**config.mk**
```make
export PLATFORM = sky130hd
export DESIGN_NAME = speculative_dfa_chunk_runner
export DESIGN_NICKNAME = d
export VERILOG_FILES = /design/src/design/spdfa_pkg.sv /design/src/design/spdfa_ram.sv /design/src/design/spdfa_front.sv /design/src/design/spdfa_queue.sv /design/src/design/spdfa_back.sv /design/src/design/speculative_dfa_chunk_runner.sv
export SDC_FILE = /design/constraint.sdc
export NUM_CORES = 1
export LEC_CHECK = 0
export ABC_AREA = 1
export BUFFER_PORTS_ARGS = -buffer_cell sky130_fd_sc_hd__buf_2
export CAP_MARGIN = 20
export CORE_ASPECT_RATIO = 0.9
export CORE_UTILIZATION = 35
export CTS_CLUSTER_SIZE = 24
export DETAILED_ROUTE_END_ITERATION = 7
export PLACE_DENSITY = 0.55
export SYNTH_ARGS = -nofsm -noshare
export SYNTH_HDL_FRONTEND = slang
export SYNTH_HIERARCHICAL = 1
export SYNTH_SLANG_ARGS = --single-unit
```
**constraint.sdc**
```tcl
create_clock -name clk -period 4.05 [get_ports clk]
set_input_delay 0.2025 -clock clk [delete_from_list [all_inputs] [get_ports clk]]
set_output_delay 0.2025 -clock clk [all_outputs]
set_load 0.05 [all_outputs]
```
**src/design/spdfa_pkg.sv**
```systemverilog
// ----------------------------------------------------------------------------
// spdfa_pkg
// Shared types and constants of the speculative DFA chunk runner: operation
// codes, field widths and the command word that passes from front to back.
// ----------------------------------------------------------------------------
package spdfa_pkg;

	localparam int OP_W  = 3;
	localparam int ST_W  = 3;
	localparam int SYM_W = 4;

	localparam logic [OP_W-1:0] OP_WR_TRANS = 3'd0;
	localparam logic [OP_W-1:0] OP_WR_ACC   = 3'd1;
	localparam logic [OP_W-1:0] OP_SYMBOL   = 3'd2;
	localparam logic [OP_W-1:0] OP_CLOSE    = 3'd3;
	localparam logic [OP_W-1:0] OP_RESTART  = 3'd4;

	localparam int QUEUE_DEPTH = 2;
	localparam int QPTR_W      = 1;
	localparam int QCNT_W      = 2;

	typedef struct packed {
		logic [OP_W-1:0]  op;
		logic [ST_W-1:0]  from_state;
		logic [SYM_W-1:0] symbol;
		logic [ST_W-1:0]  to_state;
		logic             accept_bit;
	} spdfa_cmd_t;

endpackage

```
**src/design/spdfa_ram.sv**
```systemverilog
// ----------------------------------------------------------------------------
// spdfa_ram
// Generic single-write, single-read RAM with a registered read port.
// ----------------------------------------------------------------------------
module spdfa_ram #(
	parameter int WIDTH = 3,
	parameter int DEPTH = 16
) (
	input  logic                                   clk,
	input  logic                                   we,
	input  logic [((DEPTH > 1) ? $clog2(DEPTH) : 1)-1:0] waddr,
	input  logic [WIDTH-1:0]                       wdata,
	input  logic                                   re,
	input  logic [((DEPTH > 1) ? $clog2(DEPTH) : 1)-1:0] raddr,
	output logic [WIDTH-1:0]                       rdata
);

	logic [WIDTH-1:0] mem_q [DEPTH];
	logic [WIDTH-1:0] rdata_q;

	always_ff @(posedge clk) begin
		if (we) begin
			mem_q[waddr] <= wdata;
		end
		if (re) begin
			rdata_q <= mem_q[raddr];
		end
	end

	assign rdata = rdata_q;

endmodule

```
**src/design/spdfa_front.sv**
```systemverilog
// ----------------------------------------------------------------------------
// spdfa_front
// Accepts command transfers and drops those that have no effect: loads with
// an out-of-range index, symbols outside the alphabet and unused opcodes.
// ----------------------------------------------------------------------------
module spdfa_front
	import spdfa_pkg::*;
#(
	parameter int NUM_STATES  = 5,
	parameter int NUM_SYMBOLS = 10
) (
	input  logic             cmd_valid,
	output logic             cmd_ready,
	input  logic [OP_W-1:0]  op,
	input  logic [ST_W-1:0]  from_state,
	input  logic [SYM_W-1:0] symbol,
	input  logic [ST_W-1:0]  to_state,
	input  logic             accept_bit,
	input  logic             q_full,
	output logic             q_push,
	output spdfa_cmd_t       q_cmd
);

	logic from_ok;
	logic sym_ok;
	logic to_ok;
	logic keep;

	assign from_ok = 32'(from_state) < NUM_STATES;
	assign sym_ok  = 32'(symbol) < NUM_SYMBOLS;
	assign to_ok   = 32'(to_state) < NUM_STATES;

	always_comb begin
		keep = 1'b0;
		unique case (op) inside
			OP_WR_TRANS:          keep = from_ok && sym_ok && to_ok;
			OP_WR_ACC:            keep = from_ok;
			OP_SYMBOL:            keep = sym_ok;
			OP_CLOSE, OP_RESTART: keep = 1'b1;
			default:              keep = 1'b0;
		endcase
	end

	assign cmd_ready = !q_full;
	assign q_push    = cmd_valid && !q_full && keep;
	assign q_cmd     = '{op: op, from_state: from_state, symbol: symbol,
		to_state: to_state, accept_bit: accept_bit};

endmodule

```
**src/design/spdfa_queue.sv**
```systemverilog
// ----------------------------------------------------------------------------
// spdfa_queue
// Two-entry command queue that decouples the front from the back.
// ----------------------------------------------------------------------------
module spdfa_queue
	import spdfa_pkg::*;
(
	input  logic       clk,
	input  logic       arst_n,
	input  logic       push,
	input  spdfa_cmd_t push_cmd,
	output logic       full,
	input  logic       pop,
	output logic       head_valid,
	output spdfa_cmd_t head_cmd
);

	spdfa_cmd_t        mem_q [QUEUE_DEPTH];
	logic [QPTR_W-1:0] wr_ptr_q;
	logic [QPTR_W-1:0] rd_ptr_q;
	logic [QCNT_W-1:0] count_q;

	always_ff @(posedge clk) begin
		if (push) begin
			mem_q[wr_ptr_q] <= push_cmd;
		end
	end

	always_ff @(posedge clk or negedge arst_n) begin
		if (!arst_n) begin
			wr_ptr_q <= '0;
			rd_ptr_q <= '0;
			count_q  <= '0;
		end else begin
			if (push) begin
				wr_ptr_q <= wr_ptr_q + 1'b1;
			end
			if (pop) begin
				rd_ptr_q <= rd_ptr_q + 1'b1;
			end
			if (push && !pop) begin
				count_q <= count_q + 1'b1;
			end else if (pop && !push) begin
				count_q <= count_q - 1'b1;
			end
		end
	end

	assign full       = count_q == QCNT_W'(QUEUE_DEPTH);
	assign head_valid = count_q != '0;
	assign head_cmd   = mem_q[rd_ptr_q];

`ifndef SYNTHESIS
	a_no_pop_empty: assert property (@(posedge clk) disable iff (!arst_n)
		pop |-> count_q != '0)
		else $error("queue popped while empty");
`endif

endmodule

```
**src/design/spdfa_back.sv**
```systemverilog
// ----------------------------------------------------------------------------
// spdfa_back
// Executes queued commands in two stages: table access in the first, map,
// string state and accept flag update in the second, then a result register.
// ----------------------------------------------------------------------------
module spdfa_back
	import spdfa_pkg::*;
#(
	parameter int NUM_STATES  = 5,
	parameter int NUM_SYMBOLS = 10
) (
	input  logic            clk,
	input  logic            arst_n,
	input  logic            head_valid,
	input  spdfa_cmd_t      head_cmd,
	output logic            pop,
	output logic            res_valid,
	input  logic            res_ready,
	output logic [ST_W-1:0] string_state,
	output logic            accepted
);

	localparam int ADDR_W = (NUM_SYMBOLS > 1) ? $clog2(NUM_SYMBOLS) : 1;

	logic                  adv1;
	logic                  adv2;
	logic                  v_s2_q;
	spdfa_cmd_t            cmd_s2;
	logic [ST_W-1:0]       row_rd [NUM_STATES];
	logic [ST_W-1:0]       map_q [NUM_STATES];
	logic [ST_W-1:0]       map_nxt [NUM_STATES];
	logic [NUM_STATES-1:0] acc_q;
	logic [ST_W-1:0]       cur_q;
	logic [ST_W-1:0]       cur_map;
	logic [ST_W-1:0]       close_state;
	logic                  close_acc;
	logic                  res_valid_q;
	logic [ST_W-1:0]       res_state_q;
	logic                  res_acc_q;

	assign adv2 = v_s2_q && (cmd_s2.op != OP_CLOSE || !res_valid_q || res_ready);
	assign adv1 = head_valid && (!v_s2_q || adv2);
	assign pop  = adv1;

	// One RAM per source state; a symbol reads the same column of all of them.
	for (genvar k = 0; k < NUM_STATES; k++) begin : g_row
		spdfa_ram #(
			.WIDTH(ST_W),
			.DEPTH(NUM_SYMBOLS)
		) u_ram (
			.clk  (clk),
			.we   (adv1 && head_cmd.op == OP_WR_TRANS &&
				head_cmd.from_state == ST_W'(k)),
			.waddr(head_cmd.symbol[ADDR_W-1:0]),
			.wdata(head_cmd.to_state),
			.re   (adv1),
			.raddr(head_cmd.symbol[ADDR_W-1:0]),
			.rdata(row_rd[k])
		);
	end

	// An index outside the state range selects state zero.
	always_comb begin
		for (int i = 0; i < NUM_STATES; i++) begin
			map_nxt[i] = row_rd[0];
			for (int j = 0; j < NUM_STATES; j++) begin
				if (map_q[i] == ST_W'(j)) begin
					map_nxt[i] = row_rd[j];
				end
			end
		end
		cur_map = map_q[0];
		for (int j = 0; j < NUM_STATES; j++) begin
			if (cur_q == ST_W'(j)) begin
				cur_map = map_q[j];
			end
		end
		close_state = '0;
		close_acc   = acc_q[0];
		for (int j = 0; j < NUM_STATES; j++) begin
			if (cur_map == ST_W'(j)) begin
				close_state = ST_W'(j);
				close_acc   = acc_q[j];
			end
		end
	end

	always_ff @(posedge clk) begin
		if (adv1) begin
			cmd_s2 <= head_cmd;
		end
		if (adv2 && cmd_s2.op == OP_CLOSE) begin
			res_state_q <= close_state;
			res_acc_q   <= close_acc;
		end
	end

	always_ff @(posedge clk or negedge arst_n) begin
		if (!arst_n) begin
			v_s2_q      <= 1'b0;
			res_valid_q <= 1'b0;
			cur_q       <= '0;
			acc_q       <= '0;
			for (int i = 0; i < NUM_STATES; i++) begin
				map_q[i] <= ST_W'(i);
			end
		end else begin
			v_s2_q      <= adv1 || (v_s2_q && !adv2);
			res_valid_q <= (adv2 && cmd_s2.op == OP_CLOSE) || (res_valid_q && !res_ready);
			if (adv2) begin
				case (cmd_s2.op)
					OP_WR_ACC: begin
						for (int j = 0; j < NUM_STATES; j++) begin
							if (cmd_s2.from_state == ST_W'(j)) begin
								acc_q[j] <= cmd_s2.accept_bit;
							end
						end
					end
					OP_SYMBOL: begin
						for (int i = 0; i < NUM_STATES; i++) begin
							map_q[i] <= map_nxt[i];
						end
					end
					OP_CLOSE: begin
						cur_q <= close_state;
						for (int i = 0; i < NUM_STATES; i++) begin
							map_q[i] <= ST_W'(i);
						end
					end
					OP_RESTART: begin
						cur_q <= '0;
					end
					default: begin
					end
				endcase
			end
		end
	end

	assign res_valid    = res_valid_q;
	assign string_state = res_state_q;
	assign accepted     = res_acc_q;

`ifndef SYNTHESIS
	a_close_result: assert property (@(posedge clk) disable iff (!arst_n)
		adv2 && cmd_s2.op == OP_CLOSE |=> res_valid_q && res_state_q == cur_q)
		else $error("close did not present the new string state");
	a_s2_hold: assert property (@(posedge clk) disable iff (!arst_n)
		v_s2_q && !adv2 |=> v_s2_q && $stable(cmd_s2))
		else $error("stalled second stage lost its command");
	a_cur_range: assert property (@(posedge clk) disable iff (!arst_n)
		32'(cur_q) < NUM_STATES)
		else $error("string state out of range");
	a_map_reset: assert property (@(posedge clk) disable iff (!arst_n)
		adv2 && cmd_s2.op == OP_CLOSE |=> map_q[0] == '0)
		else $error("chunk map not returned to identity");
`endif

endmodule

```
**src/design/speculative_dfa_chunk_runner.sv**
```systemverilog
// ----------------------------------------------------------------------------
// speculative_dfa_chunk_runner
// DFA engine that follows every start state of a chunk at once and folds
// each closed chunk into the running string state.
// ----------------------------------------------------------------------------
//
// Channel   Direction  Handshake               Payload
// command   in         cmd_valid / cmd_ready   op, from_state, symbol, to_state,
//                                              accept_bit
// result    out        res_valid / res_ready   string_state, accepted
//
// One command transfer is taken per cycle while the queue is not full. A close
// passes through the command queue and then the back stage, where the table
// column read as the command left the queue feeds the map and string state
// update, and its result is presented from the result register.
// The transition table is a set of small RAMs, one per source state, so a
// symbol reads a whole table column in one access and all map entries step
// together. The table holds no defined value until written; accept flags,
// chunk map and string state are set by reset, with no clearing pass.
// A stalled result stalls only closes in the back stage; the queue keeps
// taking commands until it is full.
//
module speculative_dfa_chunk_runner
	import spdfa_pkg::*;
#(
	parameter int NUM_STATES  = 5,
	parameter int NUM_SYMBOLS = 10
) (
	input  logic             clk,
	input  logic             arst_n,
	input  logic             cmd_valid,
	output logic             cmd_ready,
	input  logic [OP_W-1:0]  op,
	input  logic [ST_W-1:0]  from_state,
	input  logic [SYM_W-1:0] symbol,
	input  logic [ST_W-1:0]  to_state,
	input  logic             accept_bit,
	output logic             res_valid,
	input  logic             res_ready,
	output logic [ST_W-1:0]  string_state,
	output logic             accepted
);

	// Front to queue: commands that survive the range checks.
	logic       q_full;
	logic       q_push;
	spdfa_cmd_t q_cmd;

	// Queue to back.
	logic       head_valid;
	spdfa_cmd_t head_cmd;
	logic       q_pop;

	spdfa_front #(
		.NUM_STATES (NUM_STATES),
		.NUM_SYMBOLS(NUM_SYMBOLS)
	) u_front (
		.cmd_valid (cmd_valid),
		.cmd_ready (cmd_ready),
		.op        (op),
		.from_state(from_state),
		.symbol    (symbol),
		.to_state  (to_state),
		.accept_bit(accept_bit),
		.q_full    (q_full),
		.q_push    (q_push),
		.q_cmd     (q_cmd)
	);

	// The queue lets the front keep accepting while a close waits on output.
	spdfa_queue u_queue (
		.clk       (clk),
		.arst_n    (arst_n),
		.push      (q_push),
		.push_cmd  (q_cmd),
		.full      (q_full),
		.pop       (q_pop),
		.head_valid(head_valid),
		.head_cmd  (head_cmd)
	);

	// The back end owns the table, the chunk map and the string state.
	spdfa_back #(
		.NUM_STATES (NUM_STATES),
		.NUM_SYMBOLS(NUM_SYMBOLS)
	) u_back (
		.clk         (clk),
		.arst_n      (arst_n),
		.head_valid  (head_valid),
		.head_cmd    (head_cmd),
		.pop         (q_pop),
		.res_valid   (res_valid),
		.res_ready   (res_ready),
		.string_state(string_state),
		.accepted    (accepted)
	);

endmodule

```
Yosys cells after proc, flatten, opt, wreduce, memory -nomap -nowiden

Memory sizes are Yosys's and may differ from the RTL's. A register that Yosys moved wholly into a read port is not among the register bits.
Cells that the tools add are included.

Add/subtract/negate cells: 4
Magnitude comparators: 3
Equal/unequal tests: 46
Multiplexer cells: 49
Reduce and logical (&&, ||, !) cells: 45

Operators by type and width:

| cell                                                                    | count |
|---|---|
| 3-bit two-way mux                                                       | 25 |
| 3-bit by 2-bit equality test with 1-bit output, second input constant   | 22 |
| 3-bit by 1-bit equality test with 1-bit output, second input constant   | 11 |
| 3-bit equality test, second input constant                              | 11 |
| 15-bit case mux with 2 select lines                                     | 1 |
| 1-bit logical AND                                                       | 17 |
| 1-bit two-way mux                                                       | 17 |
| 3-bit AND reduction                                                     | 5 |
| 3-bit logical NOT                                                       | 4 |
| 2-bit two-way mux                                                       | 4 |
| 2-bit nonzero test                                                      | 4 |
| 1-bit logical NOT                                                       | 7 |
| 3-bit less-than comparator, second input constant                       | 2 |
| 3-bit case mux with 2 select lines                                      | 1 |
| 1-bit logical OR                                                        | 5 |
| 4-bit less-than comparator, second input constant                       | 1 |
| 1-bit case mux with 4 select lines                                      | 1 |
| 2-bit AND reduction                                                     | 2 |
| 3-bit by 2-bit inequality test with 1-bit output, second input constant | 1 |
| 1-bit adder, second input constant                                      | 2 |
| 2-bit by 1-bit adder with 2-bit output, second input constant           | 1 |
| 2-bit equality test, second input constant                              | 1 |
| 2-bit OR reduction                                                      | 1 |
| 2-bit by 1-bit subtractor with 2-bit output, second input constant      | 1 |

Flip-flop bits (word level): 40
Bits in writable memories: 178
Input bits: 18
Output and inout bits: 6
Word-level logic and storage cells: 174
Memories: 6

Memories:

| memory                      | depth | width | rd ports | clocked after memory_dff | wr ports | line              | RTL |
|---|---|---|---|---|---|---|---|
| u_back.g_row[0].u_ram.mem_q | 10    | 3     | 1        | 1                        | 1        | spdfa_ram.sv:18   | `logic [WIDTH-1:0] mem_q [DEPTH];` |
| u_back.g_row[1].u_ram.mem_q | 10    | 3     | 1        | 1                        | 1        | spdfa_ram.sv:18   |  |
| u_back.g_row[2].u_ram.mem_q | 10    | 3     | 1        | 1                        | 1        | spdfa_ram.sv:18   |  |
| u_back.g_row[3].u_ram.mem_q | 10    | 3     | 1        | 1                        | 1        | spdfa_ram.sv:18   |  |
| u_back.g_row[4].u_ram.mem_q | 10    | 3     | 1        | 1                        | 1        | spdfa_ram.sv:18   |  |
| u_queue.mem_q               | 2     | 14    | 1        | 0                        | 1        | spdfa_queue.sv:18 | `spdfa_cmd_t mem_q [QUEUE_DEPTH];` |

Logic depth before layout (Yosys ltp)

Depth in word-level cells: 11
Mapped depth: 14
Depth with buffers taken out: 14

By module

The synthesis kept the hierarchy.

Modules (own cells, without submodules):

| module                                 | instances | cells an instance | area each (um^2) | sequential area each (um^2) |
|---|---|---|---|---|
| spdfa_ram at u_back.g_row[1].u_ram ... | 4         | 139               | 1472.7           | 991.0 |
| spdfa_back                             | 1         | 330               | 2391.0           | 962.2 |
| spdfa_ram at u_back.g_row[0].u_ram     | 1         | 139               | 1471.4           | 991.0 |
| spdfa_queue                            | 1         | 69                | 1270.0           | 940.9 |
| spdfa_front                            | 1         | 32                | 193.9            | 0.0 |

Least setup slack after synthesis

No wires, ideal clock.

Path kind: register -> register
From: register u_back.res_valid_q (netlist: u_back/res_valid)
To: memory u_back.g_row[1].u_ram.mem_q[0][0], enable pin
Setup time: 0.319 ns
Data arrival time: 2.194 ns
Required time: 3.731 ns
Slack: 1.537 ns
Stages on the path, launching flop included: 8
Buffers on the path: 0
Clock period less this slack: 2.513 ns
Cells stage by stage: dfrtp_1 > nand4_1 > nand2_1 > inv_1 > nand3b_1 > nor3_1 > nand3b_1 > nor2_1

Cells in the longest elaborated chain, start to end: 10

RTL lines:

| element                                 | line                               | RTL |
|---|---|---|
| start, declared                         | spdfa_back.sv:37                   | `logic res_valid_q;` |
| start signal, assigned                  | spdfa_back.sv:109                  | `res_valid_q <= (adv2 && cmd_s2.op == OP_CLOSE) \|\| (res_valid_q && !res_ready);` |
| 1-bit logical NOT                       | spdfa_back.sv:41                   | `assign adv2 = v_s2_q && (cmd_s2.op != OP_CLOSE \|\| !res_valid_q \|\| res_ready);` |
| 1-bit logical OR (2 in a row)           | spdfa_back.sv:41                   |  |
| 1-bit logical AND                       | spdfa_back.sv:41                   |  |
| 1-bit logical OR                        | spdfa_back.sv:42                   | `assign adv1 = head_valid && (!v_s2_q \|\| adv2);` |
| 1-bit logical AND                       | spdfa_back.sv:42                   |  |
| net q_pop                               | speculative_dfa_chunk_runner.sv:52 | `logic q_pop;` |
| 1-bit logical AND (2 in a row)          | spdfa_back.sv:52                   | `.we (adv1 && head_cmd.op == OP_WR_TRANS &&` |
| 1-bit two-way mux                       | spdfa_ram.sv:22                    | `if (we) begin` |
| 1-bit two-way mux (not written as such) | spdfa_ram.sv:23                    | `mem_q[waddr] <= wdata;` |
| end, declared                           | spdfa_ram.sv:18                    |  |

The timed path passes the listed nets, and every way through them passes these cells.

==> impl_metrics.json <==
{
  "run_status": "complete, no violations",
  "grt-ovfl-total": 0,
  "dieArea_mm2": 0.03277,
  "synth_seq_cells": 233,
  "gp_congestion": 0.8889,
  "synth.most_common_cell": "nand2_1",
  "cp-end-kind": "register",
  "power_frac_comb": 0.333,
  "synth_edf_count": 204,
  "clk_pin_slew_worst_paths_ns": 0.06,
  "fmaxAchievable_ghz": 0.3741,
  "swShare": 0.3734,
  "yosys-top-cells-count": "nand2_1, edfxtp_1, inv_1",
  "drc": 0,
  "wirelength_um": 23340,
  "seq_area_mm2": 0.006858,
  "diodes": 0,
  "slew_violations": 0,
  "grt_first_pass_wirelength_um": 37490,
  "r2r_slack_ns": 1.38,
  "clock_skew_ns": 0.02414,
  "switchingPower_w": 0.003086,
  "first_global_vias": 7224,
  "area_growth_pct": 11.03,
  "period_needed_ns": 2.673,
  "cts-root-buf": "clkbuf_16",
  "clockBufferDepth": 3,
  "firstDrtPassIters": 5,
  "via_count": 7498,
  "synth-seq-area-share": 0.6114,
  "internal_power_w": 0.005179,
  "finalHoldViolCount": 0,
  "start_util": 0.3593,
  "rsz0062_at_grt": "false",
  "synth_warnings": 6,
  "dp_hpwl_um": 15260,
  "cts_buffers": 25,
  "r2r.worst_path.cells": 7,
  "netlist_instances": 1126,
  "syn_area_mm2": 0.01122,
  "synth.net_count": 1145,
  "whs_path_depth": 4,
  "crit_chain": "buf_4 > mux2_4 > nor3_1 > nand3b_1 > nor3_1 > nand3b_1 > nor2_1",
  "power_frac_seq": 0.413,
  "slew_headroom": 0.3045,
  "hold_path.class": "in2reg",
  "r2r-end": "u_back/g_row[1].u_ram/mem_q[3][0]",
  "crit_path_max_incr_delay_ns": 0.47,
  "clockPowerShare": 0.254,
  "crit_path_top_delay_cell": "nor3_1",
  "crit_buf_inv": 1,
  "cts_htree_levels": 1,
  "min_to": "u_queue/wr_ptr_q",
  "die_h_um": 171.8,
  "antenna_found_initial": 0,
  "multi_input_area_mm2": 0.003204,
  "ys_async_sr_fraction": 0.1245,
  "hp-start": "cmd_valid",
  "finalInstanceArea_mm2": 0.01245,
  "criticalPathCategory": "reg2reg",
  "fin_nets": 1181,
  "p_leak_nw": 5.166,
  "cp.arrival_ns": 2.88,
  "post_cts_resized": 0,
  "cts_tree": "done",
  "start_kind": "register",
  "antenna_left": 0,
  "drv_cap": 0,
  "coreArea_mm2": 0.03122,
  "ir_drop_v": 0.0003421,
  "fin_setup_tns_ns": 0,
  "groute.usage.overall": 0.1448,
  "cts.sinks": 233,
  "synth_top_area_frac": 0.5461,
  "detail_route.iter0.violations": 472,
  "dpl_cell_area_mm2": 0.01152,
  "n_fill_cell": 3031,
  "grt_max_degree": 96,
  "finalCritPeriodShare": 0.6601,
  "synth_ff_type": "edfxtp_1",
  "setup_viol": 0,
  "r2r-start": "u_queue/rd_ptr_q",
  "crit_family": "simple AND/OR/NAND/NOR gates",
  "drive_above_1_share": 0.1490,
  "die_w_um": 190.7,
  "syn_avg_cell_area_um2": 9.962,
  "power_density_mw_per_mm2": 663.7,
  "viasPerCell": 4.716,
  "io_buffer_count": 23,
  "rows": 61,
  "io_pins": 24,
  "critPathRequiredTime_ns": 4.26,
  "wire_per_inst_um": 14.68,
  "tightest_slew_ns": 1.043,
  "path_max_fanout": 15,
  "insertion_delay_ns": 0.53,
  "synth_area_leaders": "edfxtp_1, nand2_1, dfrtp_1",
  "synth_cell_types": 41,
  "synth_top_cell_by_area": "edfxtp_1"
}
[cells by family after synthesis]
group,after synthesis,share of synthesized area
muxes,14,0.01707
buffers and inverters,241,0.1030
adders and majority gates,1,0.001115
DFF,233,0.6114
and+or+nand+nor,520,0.2052
xor gates and xnor gates,3,0.002343
AOI/OAI and AO/OA,114,0.05990
[cell type report]
cell class | instances | area share
clock buffers | 31 | 0.05204
clock inverters | 15 | 0.007937
inverters | 207 | 0.06490
multi-input cells | 652 | 0.2573
flip-flops and latches | 233 | 0.5506
well taps | 409 | 0.04109
repair buffers | 43 | 0.02612
[metal layers]
layer,wire (um),share of wire,GRT usage
met4,443,0.019,0.03617
met2,10540,0.45,0.2370
met3,851,0.036,0.02204
met1,11510,0.49,0.2008
met5,0,0,0
[layout by cell type (no fill, tap or decap), drive strengths merged]
cell	synthesis	layout
a21oi	33	33
a22oi	5	5
a31oi	4	4
buf	33	27
bufinv	0	1
clkbuf	1	31
clkinv	5	16
clkinvlp	0	2
dfrtp	24	24
dfstp	5	5
dlygate4sd3	0	16
edfxtp	204	204
ha	1	1
inv	202	203
mux2	14	14
nand2	263	263
nand3	124	124
nand3b	5	5
nand4	9	9
nor2	108	108
nor3	11	11
o2111ai	3	3
o211ai	9	9
o21ai	47	47
o221ai	7	7
o22ai	6	6
xnor2	1	1
xor2	2	2
[through the flow]
stage	util	total power (W)	cells	setup slack [ns]	hold slack (ns)
2_1_floorplan	-	0.005533	1126	1.537	-0.09309
3_3_place_gp	0.3690	0.006178	1527	1.411	0.3042
3_5_place_dp	0.3690	0.006185	1527	1.327	0.3067
4_1_cts	0.3981	0.008329	1589	1.312	0.08956
5_1_grt	0.3990	0.008814	1590	1.143	0.1249
6_report	0.3990	0.008266	1590	1.377	0.1258
[state kept, by name, indices dropped and copies added (netlist names), 3 cells and up]
register	flops
u_back/string_state	3
u_back/g_row.u_ram/rdata	15
u_back/g_row.u_ram/mem_q	150
u_queue/mem_q	28
u_back/cmd_s2	7
u_back/cur_q	3
u_back/map_q	15
u_back/acc_q	5
[power groups by stage]
| stage | registers [W] | clock network, W | logic (W) |
|---|---|---|---|
| after CTS | 0.00341 | 0.00217 | 0.00275 |
| after detailed placement | 0.00346 | 0 | 0.00273 |
| after floorplan | 0.00341 | 0 | 0.00213 |
| final | 0.00341 | 0.00210 | 0.00275 |
| after global placement | 0.00346 | 0 | 0.00272 |
| after global routing | 0.00344 | 0.00226 | 0.00311 |
[worst max-delay path by stage]
stage / from / to / slack [ns] / cells after the start
detailed placement: u_queue/rd_ptr_q / u_back/g_row[3].u_ram/mem_q[7][0] / 1.33 / 7
finish: u_queue/rd_ptr_q / u_back/g_row[1].u_ram/mem_q[3][0] / 1.38 / 7
global placement: u_queue/rd_ptr_q / u_back/g_row[3].u_ram/mem_q[6][2] / 1.41 / 7
CTS: u_queue/rd_ptr_q / u_back/g_row[3].u_ram/mem_q[7][0] / 1.31 / 7
global route: u_queue/rd_ptr_q / u_back/g_row[3].u_ram/mem_q[7][0] / 1.14 / 7
floorplan: u_back/res_valid / u_back/g_row[1].u_ram/mem_q[0][0] / 1.54 / 7
[what timing repair did]
action	CTS	global route
endpoints found under the hold margin	53	0
hold buffers	16	0
setup buffers	0	0
[worst reg2reg max path, delay by kind of cell (launching register included)]
family / cells / cell delay (ns)
mux: 1 / 0.34
flops: 1 / 0.32
buf+inv: 1 / 0.26
simple gates: 5 / 1.45
Note: power is estimated with default switching activity, not from simulation.
